--- src/rtl/cosine_similarity_gallery_match_core_macros.svh ---
// assertion macros for the cosine similarity gallery match core
`ifndef COSINE_SIMILARITY_GALLERY_MATCH_CORE_MACROS_SVH
`define COSINE_SIMILARITY_GALLERY_MATCH_CORE_MACROS_SVH

// same-cycle implication
`define CSGM_CHECK_NOW(label, clk, rst_n, ante, cons, msg) \
    label: assert property (@(posedge clk) disable iff (!rst_n) (ante) |-> (cons)) \
        else $error(msg);

// next-cycle implication
`define CSGM_CHECK_NEXT(label, clk, rst_n, ante, cons, msg) \
    label: assert property (@(posedge clk) disable iff (!rst_n) (ante) |=> (cons)) \
        else $error(msg);

`endif

--- src/rtl/csgm_pkg.sv ---
// types, constants and helpers shared by the gallery match core
`timescale 1ns / 1ps

package csgm_pkg;

    typedef enum logic [1:0] {
        REQ_WRITE  = 2'd0,
        REQ_ENROLL = 2'd1,
        REQ_REMOVE = 2'd2,
        REQ_QUERY  = 2'd3
    } t_req;

    typedef struct packed {
        logic [1:0]         req_type;
        logic [3:0]         entry_index;
        logic [11:0]        elem_index;
        logic signed [31:0] elem_value;
        logic               elem_is_nan;
        logic [30:0]        entry_id;
        logic               last;
    } t_in_item;

    typedef struct packed {
        logic        match_found;
        logic [30:0] match_id;
        logic [3:0]  match_entry;
        logic [14:0] match_score;
    } t_out_item;

    typedef enum logic [2:0] {
        ST_IDLE,
        ST_DECODE,
        ST_SCAN,
        ST_SC_ISSUE,
        ST_SC_WAIT,
        ST_REPORT
    } t_state;

    typedef enum logic [2:0] {
        SC_IDLE,
        SC_MUL,
        SC_CHECK,
        SC_DIV,
        SC_SQRT,
        SC_DONE
    } t_sc_state;

    typedef struct packed {
        logic load;
        logic do_write;
        logic do_enroll;
        logic do_remove;
        logic scan_start;
        logic sc_begin;
        logic sc_go;
        logic sc_take;
        logic sc_next;
        logic report;
    } t_dp_cmd;

    typedef struct packed {
        t_req req;
        logic pos_ok;
        logic last;
        logic scan_busy;
        logic sc_done;
        logic sc_last;
    } t_dp_status;

    localparam logic signed [31:0] ELEM_LIMIT   = 32'sd16384000;
    localparam logic [14:0]        THRESH_RESET = 15'd29491;
    localparam logic [14:0]        SCORE_MAX    = 15'd32767;

    function automatic logic [63:0] sat_add_u(input logic [63:0] a, input logic [63:0] b);
        logic [64:0] s;
        s = {1'b0, a} + {1'b0, b};
        return s[64] ? {64{1'b1}} : s[63:0];
    endfunction

    function automatic logic signed [63:0] sat_add_s(input logic signed [63:0] a,
                                                     input logic signed [63:0] b);
        logic signed [63:0] s;
        s = a + b;
        if (!a[63] && !b[63] && s[63]) begin
            return {1'b0, {63{1'b1}}};
        end
        if (a[63] && b[63] && !s[63]) begin
            return {1'b1, {63{1'b0}}};
        end
        return s;
    endfunction

endpackage

--- src/rtl/csgm_ctrl.sv ---
// controller state machine sequencing requests, scans and scoring
`timescale 1ns / 1ps

module csgm_ctrl (
    input  logic                 i_clk,
    input  logic                 i_rst_n,
    input  logic                 i_start,
    input  csgm_pkg::t_dp_status i_status,
    output logic                 o_busy,
    output csgm_pkg::t_dp_cmd    o_cmd
);

    csgm_pkg::t_state r_state, n_state;

    always_ff @(posedge i_clk) begin
        if (!i_rst_n) begin
            r_state <= csgm_pkg::ST_IDLE;
        end else begin
            r_state <= n_state;
        end
    end

    always_comb begin
        n_state = r_state;
        o_cmd   = '0;
        case (r_state)
            csgm_pkg::ST_IDLE: begin
                if (i_start) begin
                    o_cmd.load = 1'b1;
                    n_state    = csgm_pkg::ST_DECODE;
                end
            end
            csgm_pkg::ST_DECODE: begin
                n_state = csgm_pkg::ST_IDLE;
                case (i_status.req)
                    csgm_pkg::REQ_WRITE:  o_cmd.do_write  = 1'b1;
                    csgm_pkg::REQ_ENROLL: o_cmd.do_enroll = 1'b1;
                    csgm_pkg::REQ_REMOVE: o_cmd.do_remove = 1'b1;
                    csgm_pkg::REQ_QUERY: begin
                        if (i_status.pos_ok) begin
                            o_cmd.scan_start = 1'b1;
                            n_state          = csgm_pkg::ST_SCAN;
                        end else if (i_status.last) begin
                            o_cmd.sc_begin = 1'b1;
                            n_state        = csgm_pkg::ST_SC_ISSUE;
                        end
                    end
                    default: begin
                    end
                endcase
            end
            csgm_pkg::ST_SCAN: begin
                if (!i_status.scan_busy) begin
                    if (i_status.last) begin
                        o_cmd.sc_begin = 1'b1;
                        n_state        = csgm_pkg::ST_SC_ISSUE;
                    end else begin
                        n_state = csgm_pkg::ST_IDLE;
                    end
                end
            end
            csgm_pkg::ST_SC_ISSUE: begin
                o_cmd.sc_go = 1'b1;
                n_state     = csgm_pkg::ST_SC_WAIT;
            end
            csgm_pkg::ST_SC_WAIT: begin
                if (i_status.sc_done) begin
                    o_cmd.sc_take = 1'b1;
                    if (i_status.sc_last) begin
                        n_state = csgm_pkg::ST_REPORT;
                    end else begin
                        o_cmd.sc_next = 1'b1;
                        n_state       = csgm_pkg::ST_SC_ISSUE;
                    end
                end
            end
            csgm_pkg::ST_REPORT: begin
                o_cmd.report = 1'b1;
                n_state      = csgm_pkg::ST_IDLE;
            end
            default: begin
                n_state = csgm_pkg::ST_IDLE;
            end
        endcase
    end

    assign o_busy = (r_state != csgm_pkg::ST_IDLE);

endmodule

--- config.mk ---
export PLATFORM = sky130hd
export DESIGN_NAME = csgm_ctrl
export DESIGN_NICKNAME = d
export VERILOG_FILES = /design/src/rtl/cosine_similarity_gallery_match_core_macros.svh /design/src/rtl/csgm_pkg.sv /design/src/rtl/csgm_ctrl.sv
export SDC_FILE = /design/constraint.sdc
export NUM_CORES = 1
export LEC_CHECK = 0
export BUFFER_PORTS_ARGS = -buffer_cell sky130_fd_sc_hd__buf_2
export CAP_MARGIN = 25
export CELL_PAD_IN_SITES_DETAIL_PLACEMENT = 0
export CELL_PAD_IN_SITES_GLOBAL_PLACEMENT = 2
export CORE_MARGIN = 4
export CORE_UTILIZATION = 19
export CTS_CLUSTER_SIZE = 10
export DETAILED_ROUTE_END_ITERATION = 6
export GPL_TIMING_DRIVEN = 0
export HOLD_SLACK_MARGIN = 0.06
export MAX_ROUTING_LAYER = met4
export PLACE_DENSITY = 0.76
export SLEW_MARGIN = 30
export SYNTH_ARGS = -nofsm -noshare
export SYNTH_HDL_FRONTEND = slang
export SYNTH_SLANG_ARGS = --single-unit
--- constraint.sdc ---
create_clock -name i_clk -period 1.2 [get_ports i_clk]
set_input_delay 0.18 -clock i_clk [delete_from_list [all_inputs] [get_ports i_clk]]
set_output_delay 0.18 -clock i_clk [all_outputs]
set_load 0.01 [all_outputs]
# [Word-level counts from Yosys, hierarchy flattened]
# Cells that the tools add are included.
[op_classes] div=0 eq_ne=11 bitwise=0 shifts=0 reduce_logical=4 mul=0 mux=25 n_addsub=0 order_cmp=0
[ops] cell="3-bit case mux with 5 select lines" count=1
[ops] cell="1-bit 2-to-1 mux" count=12
[ops] cell="2-bit 2-to-1 mux" count=6
[ops] cell="3-bit 2-to-1 mux" count=4
[ops] cell="3-bit by 2-bit equality test with 1-bit output, second input constant" count=2
[ops] cell="3-bit equality test, second input constant" count=2
[ops] cell="2-bit != test, second input constant" count=3
[ops] cell="2-bit equality test, second input constant" count=2
[ops] cell="4-bit 2-to-1 mux" count=1
[ops] cell="3-bit by 1-bit equality test with 1-bit output, second input constant" count=1
[ops] cell="3-bit logical NOT" count=1
[ops] cell="3-bit AND reduction" count=1
[ops] cell="3-bit nonzero test" count=1
[ops] cell="2-bit by 1-bit equality test with 1-bit output, second input constant" count=1
[ops] cell="2-bit logical NOT" count=1
[ops] cell="1-bit case mux with 2 select lines" count=1
[word_totals] latch_bits=0 romBits=0 memories=0 reg_bits=3 ramBits=0

# [Longest topological paths before layout]
# Gate-level depths: netlist of the first run.
[logic_depth] ltp_word=4 ltp_mapped=5 depth_no_buf=4

# [Worst setup path before layout of the first run]
# No wires, ideal clock.
[synth_path] path_kind="reg-to-output" start="reg r_state[1]" end="out o_cmd[9] (netlist name)" arrival_ps=1071 path_buffers=1 setup_slack_ps=-51 path_stages_with_launch=4 path_cell_list="dfxtp_1 -> buf_4 -> or3_1 -> nor2_1"
[synth_rtl] element="start: declaration" line="csgm_ctrl.sv:13" source="csgm_pkg::t_state r_state, n_state;"
[synth_rtl] element="start signal: assignment" line="csgm_ctrl.sv:17" source="r_state <= csgm_pkg::ST_IDLE;"
[synth_rtl] element="start signal: assignment" line="csgm_ctrl.sv:19" source="r_state <= n_state;"
[synth_rtl] element="end: declaration" line="csgm_ctrl.sv:10" source="output csgm_pkg::t_dp_cmd o_cmd"

==> results of run 1 <==
==> cell families after synthesis <==
logic type	synth area share, %
DFF	17.0
AOI/OAI and AO/OA	20.9
and+or+nand+nor	52.3
buffers and inverters	9.89
==> final cells by class <==
cell class | count | area share, %
flip-flops and latches | 3 | 10.2
clock buffers | 4 | 4.03
plain buffers | 3 | 5.18
multi-input cells | 41 | 47.4
inverters | 4 | 2.30
repair buffers | 27 | 26.1
well taps | 25 | 4.80
==> worst max-delay path: stages (launching register included) <==
cell and delay (ns):
sky130_fd_sc_hd__dfxtp_4 0.35, sky130_fd_sc_hd__buf_6 0.12, sky130_fd_sc_hd__or3_4 0.39, sky130_fd_sc_hd__nor2_2 0.07, sky130_fd_sc_hd__buf_2 0.12
==> how the worst min path moves through the flow <==
stage                     cells past startpoint    endpoint  slack, ns
after CTS                                     3  r_state[2]       0.18
after floorplan                               2  r_state[2]       0.30
after detailed placement                      3  r_state[2]       0.45
after global placement                        3  r_state[2]       0.45
final                                         3  r_state[2]       0.19
after global routing                          3  r_state[2]       0.20
==> power breakdown <==
| group | switching (mW) | internal (mW) | leakage, nW | total, mW |
|---|---|---|---|---|
| Sequential | 0.0120 | 0.114 | 0.0261 | 0.126 |
| Combinational | 0.143 | 0.157 | 0.286 | 0.300 |
| Clock | 0.0590 | 0.125 | 0.0150 | 0.184 |
==> per-layer routing <==
| metal | share of wire, % | wire, um |
|---|---|---|
| met1 | 40 | 454 |
| met2 | 51 | 577 |
| met3 | 7.6 | 87 |
| met4 | 1.8 | 20 |
| met5 | 0 | 0 |
==> cells in the mapped netlist (all sizes together), types with 2 or more instances <==
| cell | instances |
|---|---|
| dfxtp | 3 |
| nand3 | 2 |
| nor3b | 4 |
| inv | 4 |
| nor2 | 10 |
| a21oi | 3 |
| nand2 | 4 |
| o21ai | 2 |
| buf | 3 |
==> metrics by stage <==
step | util, % | setup TNS (ns) | hold slack [ns]
6_report | 37.3 | -1.96 | 0.194
5_1_grt | 37.3 | -2.98 | 0.197
4_1_cts | 35.5 | -2.17 | 0.178
3_5_place_dp | 28.2 | -0.172 | 0.450
3_3_place_gp | 28.2 | -0.159 | 0.454
2_1_floorplan | - | 0 | 0.303
==> timing repair <==
item / CTS / global route
endpoints found under the setup margin: 11 / 14
pin swaps: 6 / 7
resized for setup: 12 / 7
buffers inserted: 7 / 0
==> results_dict.tcl, run 1 <==
set metrics [dict create \
    initial_antenna_violation_count 0 \
    reg_to_reg_startpoint "r_state[1]" \
    synth_async_sr_flop_share_pct 0 \
    rsz0062_at_grt "true" \
    initial_core_util_pct 20.3 \
    synthesis.area_um2 354 \
    tritoncts "done" \
    synthCells 51 \
    grt.overflow.total 0 \
    synth_area_per_inst_um2 6.94 \
    drcViolationCount 0 \
    cts.sinks 3 \
    multi_input_area_um2 309 \
    vdd_drop_max_mv 0.251 \
    edff_count_synth 0 \
    filler_cell_count 190 \
    groute.usage.overall_pct 10.3 \
    grt.met1_usage_pct 10.5 \
    drtAntennaViolNets 0 \
    design_area_um2 652 \
    fin_crit_sh_pct 123 \
    detailedRoute.firstIterationViolations 10 \
    final_common_cell "sky130_fd_sc_hd__buf_2" \
    postPlaceCellArea_um2 493 \
    placement_rows 15 \
    worstPathRequired_ns 1.02 \
    worst-path-max-fanout 3 \
    synth-seq-area-share_pct 17.0 \
    cts.reportedPaths.clkPinSlew_ns 0.04 \
    min-delay-start "i_rst_n" \
    yosysWarnings 0 \
    htree_num_levels 1 \
    vias_per_cell 4.49 \
    routed_wire_length_per_instance_um 10.6 \
    grt_pass1_vias 430 \
    core_footprint_um2 1750 \
    hold_path_class "in2reg" \
    nNetsFinal 93 \
    slew_viol_final 0 \
    io_pins 21 \
    route.vias.total 480 \
    drive_gt1_share_pct 59.8 \
    fp.dieH_um 51.2 \
    cp-startpoint "r_state[2]" \
    area.growth.synth_to_final_pct 84.1 \
    antenna_cells_inserted 0 \
    placed_cells 96 \
    clk_path_buf_depth 2 \
    cts_root_buf "sky130_fd_sc_hd__clkbuf_4" \
    clock.fmax_mhz 680 \
    worst_r2r_endpoint "r_state[1]" \
    critPathKind "reg2out" \
    wl_um 1140 \
    post-synth-top-area-fraction_pct 17.0 \
    hpwlAfterDp_um 806 \
    timing.final.hold_violations 0 \
    timing.reg2reg.worst_path_depth 6 \
    final_cell_mix "sky130_fd_sc_hd__buf_2, sky130_fd_sc_hd__nor2_1, sky130_fd_sc_hd__buf_6" \
    die_w_um 51.2 \
    largest_register "r_state" \
    final-seq-area_um2 66.3 \
    port_buffers 20 \
    global_route_wire_length_before_repair_um 1880 \
    clock-skew-final_ns 0.00105 \
    mappedNetlistNets 61 \
    worstSkewPairLatency_ns 0.24 \
    kind_of_launch_point_of_the_worst_setup_path "flip-flop" \
    power_density_over_the_cells_nw_per_um2 936 \
    global_route_met2_utilization_pct 17.0 \
    final.setup.worst_slack_ns -0.272 \
    power.total_uw 610 \
    synth-main-ff-cell "sky130_fd_sc_hd__dfxtp_1" \
    reg_top3 "r_state: 3 flops" \
    finalCriticalPeriod_ns 1.47 \
    grt_start_max_net_pins 11 \
    tightestPinTransition_ns 0.230 \
    timing.critical_path.to_type "output pin" \
    largest_register_ff_count 3 \
    grt.busiest_layer "met2" \
    outcome "finished, violations left" \
    cts_hold_buf 0 \
    replace_congestion 0.749 \
    p_leak_nw 0.327 \
    synth.distinct_cells 28 \
    setup_viol 13 \
    number_of_synthesized_register_bits 3 \
    drt_pass1_iterations 4 \
    preCtsSetupSlack_ns -0.105 \
    cp_data_arrival_time_ns 1.29 \
    tritoncts.num_buffers 3 \
    violated_checks "setup timing" \
    cell_type_contributing_the_most_total_cell_area_after_synthesis "sky130_fd_sc_hd__dfxtp_1" \
    critPathCapture "o_cmd[9]" \
    non_filler_instances 107 \
    ff2ff_setup_slack_ns -0.01 \
    grt_util_met3_pct 1.75 \
    timing.max_cap.violations 0 \
    max_slew_margin_pct 84.5 \
    synth.area.top_cells "sky130_fd_sc_hd__dfxtp_1, sky130_fd_sc_hd__nor2_1, sky130_fd_sc_hd__nor3b_2" \
    die-area_um2 2620 \
]
Note: power is estimated with default switching activity, not from simulation.
==> run 2: changes to the inputs <==
- CTS_BUF_LIST: unset -> sky130_fd_sc_hd__clkbuf_16
==> results_dict.tcl, run 2 (same netlist as run 1, synthesis figures left out) <==
set metrics [dict create \
    outcome "finished, violations left" \
    violated_checks "setup timing" \
    vdd_drop_max_mv 0.593 \
    p_leak_nw 0.382 \
    cpPeakStageDelay_ns 0.36 \
    final-seq-area_um2 66.3 \
    port_buffers 20 \
    final.setup.worst_slack_ns -0.251 \
    vias_per_cell 4.56 \
    route.vias.total 502 \
    reg_to_reg_startpoint "r_state[1]" \
    tritoncts "done" \
    clock-skew-final_ns 0.000596 \
    nNetsFinal 96 \
    final_common_cell "sky130_fd_sc_hd__buf_2" \
    cp_data_arrival_time_ns 1.27 \
    placement_rows 15 \
    drt_pass1_iterations 2 \
    core_footprint_um2 1750 \
    cts.reportedPaths.clkPinSlew_ns 0.03 \
    placed_cells 96 \
    max_slew_margin_pct 85.1 \
    hpwlAfterDp_um 806 \
    drcViolationCount 0 \
    cp-startpoint "r_state[2]" \
    timing.max_cap.violations 0 \
    grt_start_max_net_pins 11 \
    finalCriticalPeriod_ns 1.45 \
    htree_num_levels 1 \
    drtAntennaViolNets 0 \
    clock.fmax_mhz 689 \
    setup_viol 14 \
    detailedRoute.firstIterationViolations 3 \
    fin_crit_sh_pct 121 \
    routed_wire_length_per_instance_um 11.2 \
    replace_congestion 0.749 \
    antenna_cells_inserted 0 \
    die_w_um 51.2 \
    crit_slowest_cell "sky130_fd_sc_hd__or3_4" \
    power_density_over_the_cells_nw_per_um2 1290 \
    worst-path-max-fanout 3 \
    tightestPinTransition_ns 0.221 \
    kind_of_launch_point_of_the_worst_setup_path "flip-flop" \
    critPathKind "reg2out" \
    setup-tns-final_ns -2.11 \
    grt.overflow.total 0 \
    crit_path_cell_trace "buf_6 > or3_4 > nor2_2 > buf_2" \
    cts_root_buf "sky130_fd_sc_hd__clkbuf_16" \
    multi_input_area_um2 348 \
    preCtsSetupSlack_ns -0.105 \
    reg_top3 "r_state: 3 flops" \
    largest_register_ff_count 3 \
    fp.dieH_um 51.2 \
    cts_hold_buf 0 \
    largest_register "r_state" \
    global_route_wire_length_before_repair_um 1930 \
    power.total_mw 1.01 \
    initial_antenna_violation_count 0 \
    drive_gt1_share_pct 68.2 \
    hold-worst-slack_ns 0.207 \
    wl_um 1230 \
    timing.critical_path.to_type "output pin" \
    clk_path_buf_depth 2 \
    die-area_um2 2620 \
    hold_path_class "in2reg" \
    slew_viol_final 0 \
    non_filler_instances 110 \
    final_cell_mix "sky130_fd_sc_hd__buf_2, sky130_fd_sc_hd__buf_6, sky130_fd_sc_hd__nor2_1" \
    filler_cell_count 173 \
    initial_core_util_pct 20.3 \
    io_pins 21 \
    groute.usage.overall_pct 11.0 \
    area.growth.synth_to_final_pct 120 \
    worstSkewPairLatency_ns 0.23 \
    cts.sinks 3 \
    worstPathRequired_ns 1.02 \
    timing.final.hold_violations 0 \
    min-delay-start "i_rst_n" \
    grt_pass1_vias 437 \
    rsz0062_at_grt "true" \
    tritoncts.num_buffers 3 \
]
==> run 2: area by class of cell <==
type | instances | share of cell area [%]
buffer | 3 | 4.33
timing repair buffer | 30 | 26.5
inverter | 4 | 1.93
clock inverter | 1 | 0.482
clock buffer | 3 | 9.63
sequential | 3 | 8.51
tap | 25 | 4.01
multi-input combinational | 41 | 44.6
==> run 2: metrics by stage <==
step	utilization, %	area, um2
6_report	44.7	779
2_1_floorplan	-	362
3_5_place_dp	28.2	493
4_1_cts	38.5	672
5_1_grt	44.7	779
3_3_place_gp	28.2	493
==> run 2: power by group <==
group / total [mW] / switching, mW / internal (mW)
combinational: 0.349 / 0.163 / 0.186
clock: 0.533 / 0.102 / 0.431
sequential: 0.126 / 0.0118 / 0.114
==> run 2: timing repair <==
action / in CTS / in global routing
pin swaps: 6 / 9
buffers inserted: 7 / 4
endpoints found under the setup margin: 11 / 14
resized for setup: 13 / 15
==> run 2: path summary, 6_finish.rpt <==
check / to / slack, ns / cells past startpoint
hold reg to reg: r_state[2] / 0.62 / 3
setup reg to reg: r_state[2] / -0.13 / 6
hold / removal: r_state[2] / 0.21 / 3
setup / recovery: o_cmd[9] / -0.25 / 4
==> run 2: layer usage <==
layer	part of all wire [%]	wire, um	vias to the layer above	global-route usage (%)
met5	0	0	-	-
met4	4.1	50	0	10.8
met3	6.4	79	5	3.50
met2	48	591	14	16.7
met1	41	511	235	11.0
li1	-	-	248	-
==> run 2: critical path, delay by kind of cell (launching register included) <==
| kind | cells | cell delay (ns) |
|---|---|---|
| buffers and inverters | 2 | 0.24 |
| DFF | 1 | 0.34 |
| and+or+nand+nor | 2 | 0.46 |
==> run 3: changes to the inputs <==
- CORE_UTILIZATION: 19 -> 17
- PLACE_DENSITY: 0.76 -> 0.72
- clock period: 1.2 -> 1.3 ns (I/O delays scaled with it)
==> results_dict.tcl, run 3 (same netlist as run 1, synthesis figures left out) <==
set metrics [dict create \
    power.total_uw 920 \
    core_footprint_um2 1960 \
    setup_viol 13 \
    routed_wire_length_per_instance_um 11.4 \
    worst_r2r_endpoint "r_state[0]" \
    replace_congestion 0.688 \
    port_buffers 20 \
    p_leak_nw 0.382 \
    rsz0062_at_grt "true" \
    hold_path_class "in2reg" \
    vdd_drop_max_mv 0.801 \
    grt.overflow.total 0 \
    hpwlAfterDp_um 849 \
    timing.max_cap.violations 0 \
    final.setup.worst_slack_ns -0.202 \
    cpPeakStageDelay_ns 0.37 \
    cp_data_arrival_time_ns 1.31 \
    max_slew_margin_pct 83.2 \
    min-delay-start "i_rst_n" \
    final_cell_mix "sky130_fd_sc_hd__buf_2, sky130_fd_sc_hd__buf_6, sky130_fd_sc_hd__buf_4" \
    tritoncts.num_buffers 3 \
    clock-skew-final_ns 0.00224 \
    grt_pass1_vias 487 \
    finalCriticalPeriod_ns 1.50 \
    drive_gt1_share_pct 65.9 \
    hold_path_depth 3 \
    largest_register_ff_count 3 \
    timing.reg2reg.worst_path_depth 7 \
    postPlaceCellArea_um2 488 \
    wl_um 1310 \
    drcViolationCount 0 \
    worst-path-max-fanout 5 \
    hold-worst-slack_ns 0.222 \
    tightestPinTransition_ns 0.249 \
    ff2ff_setup_slack_ns -0.15 \
    timing.final.hold_violations 0 \
    preCtsSetupSlack_ns -0.0194 \
    detailedRoute.firstIterationViolations 12 \
    groute.usage.overall_pct 10.7 \
    drt_pass1_iterations 4 \
    largest_register "r_state" \
    crit_path_cell_trace "buf_6 > or3_4 > nor2_2 > buf_2" \
    io_pins 21 \
    die-area_um2 2880 \
    design_area_um2 777 \
    htree_num_levels 1 \
    cts.sinks 3 \
    worstSkewPairLatency_ns 0.23 \
    placement_rows 16 \
    slew_viol_final 0 \
    tritoncts "done" \
    initial_core_util_pct 18.0 \
    route.vias.total 497 \
    setup-tns-final_ns -1.26 \
    violated_checks "setup timing" \
    fp.dieH_um 53.6 \
    initial_antenna_violation_count 0 \
    vias_per_cell 4.32 \
    antenna_cells_inserted 0 \
    critPathKind "reg2out" \
    reg_top3 "r_state: 3 flops" \
    kind_of_launch_point_of_the_worst_setup_path "flip-flop" \
    fin_crit_sh_pct 116 \
    placed_cells 98 \
    reg_to_reg_startpoint "r_state[1]" \
    cts.reportedPaths.clkPinSlew_ns 0.03 \
    worstPathRequired_ns 1.11 \
    final_common_cell "sky130_fd_sc_hd__buf_2" \
    drtAntennaViolNets 0 \
    cts_root_buf "sky130_fd_sc_hd__clkbuf_16" \
    global_route_wire_length_before_repair_um 2120 \
    filler_cell_count 226 \
    clk_path_buf_depth 2 \
    area.growth.synth_to_final_pct 119 \
    die_w_um 53.6 \
    fin_util_pct 39.6 \
    grt_start_max_net_pins 11 \
    clock.fmax_mhz 666 \
    power_density_over_the_cells_nw_per_um2 1180 \
    worst_hold_path.endpoint "r_state[2]" \
    nNetsFinal 99 \
    outcome "finished, violations left" \
    non_filler_instances 115 \
    crit_slowest_cell "sky130_fd_sc_hd__or3_4" \
    timing.critical_path.to_type "output pin" \
]
[run 3: cell count changes in the layout (fill, tap and decap cells not counted), sizes merged]
cell,delta
buf,+3
[run 3: power breakdown]
group | switching, mW | internal (mW)
clock network | 0.0916 | 0.397
logic | 0.145 | 0.169
registers | 0.0124 | 0.105
[run 3: routing by layer]
| metal | track usage (%) | share of wire [%] | vias to the layer above |
|---|---|---|---|
| met5 | - | 0 | - |
| met4 | 7.66 | 2.1 | 0 |
| met3 | 1.94 | 5.0 | 2 |
| met2 | 16.9 | 48 | 16 |
| met1 | 12.1 | 45 | 229 |
| li1 | - | - | 250 |
[run 3: worst max-delay path by stage]
stage,startpoint,end,slack [ns],depth (start not counted)
floorplan,r_state[1],o_cmd[9],0.03,3
global placement,r_state[0],o_cmd[4],-0.02,5
detailed placement,r_state[1],o_cmd[4],-0.02,5
CTS,r_state[1],o_cmd[9],-0.21,4
global route,r_state[0],o_cmd[4],-0.27,5
finish,r_state[1],o_cmd[9],-0.20,4
[run 3: repair_timing]
item | CTS | global route
hold buffers | 0 | 0
gates cloned | 1 | 0
pin swaps | 9 | 9
resized for setup | 16 | 13
setup endpoints to repair | 10 | 14
hold endpoints to repair | 0 | 0
setup buffers | 9 | 3
[run 3: layout make-up]
type                       instances  area (um2)  share of cell area, %
sequential                         3        68.8                   8.86
tap                               27        33.8                   4.35
multi-input combinational         41         322                   41.4
buffer                             3        33.8                   4.35
inverter                           4        15.0                   1.93
clock inverter                     1        3.75                  0.483
clock buffer                       3        75.1                   9.66
timing repair buffer              33         225                   29.0
[run 3: critical path: cells and delay by family (launching register included)]
family	cells	cell delay, ns
buf+inv	2	0.26
flops	1	0.35
simple gates	2	0.46
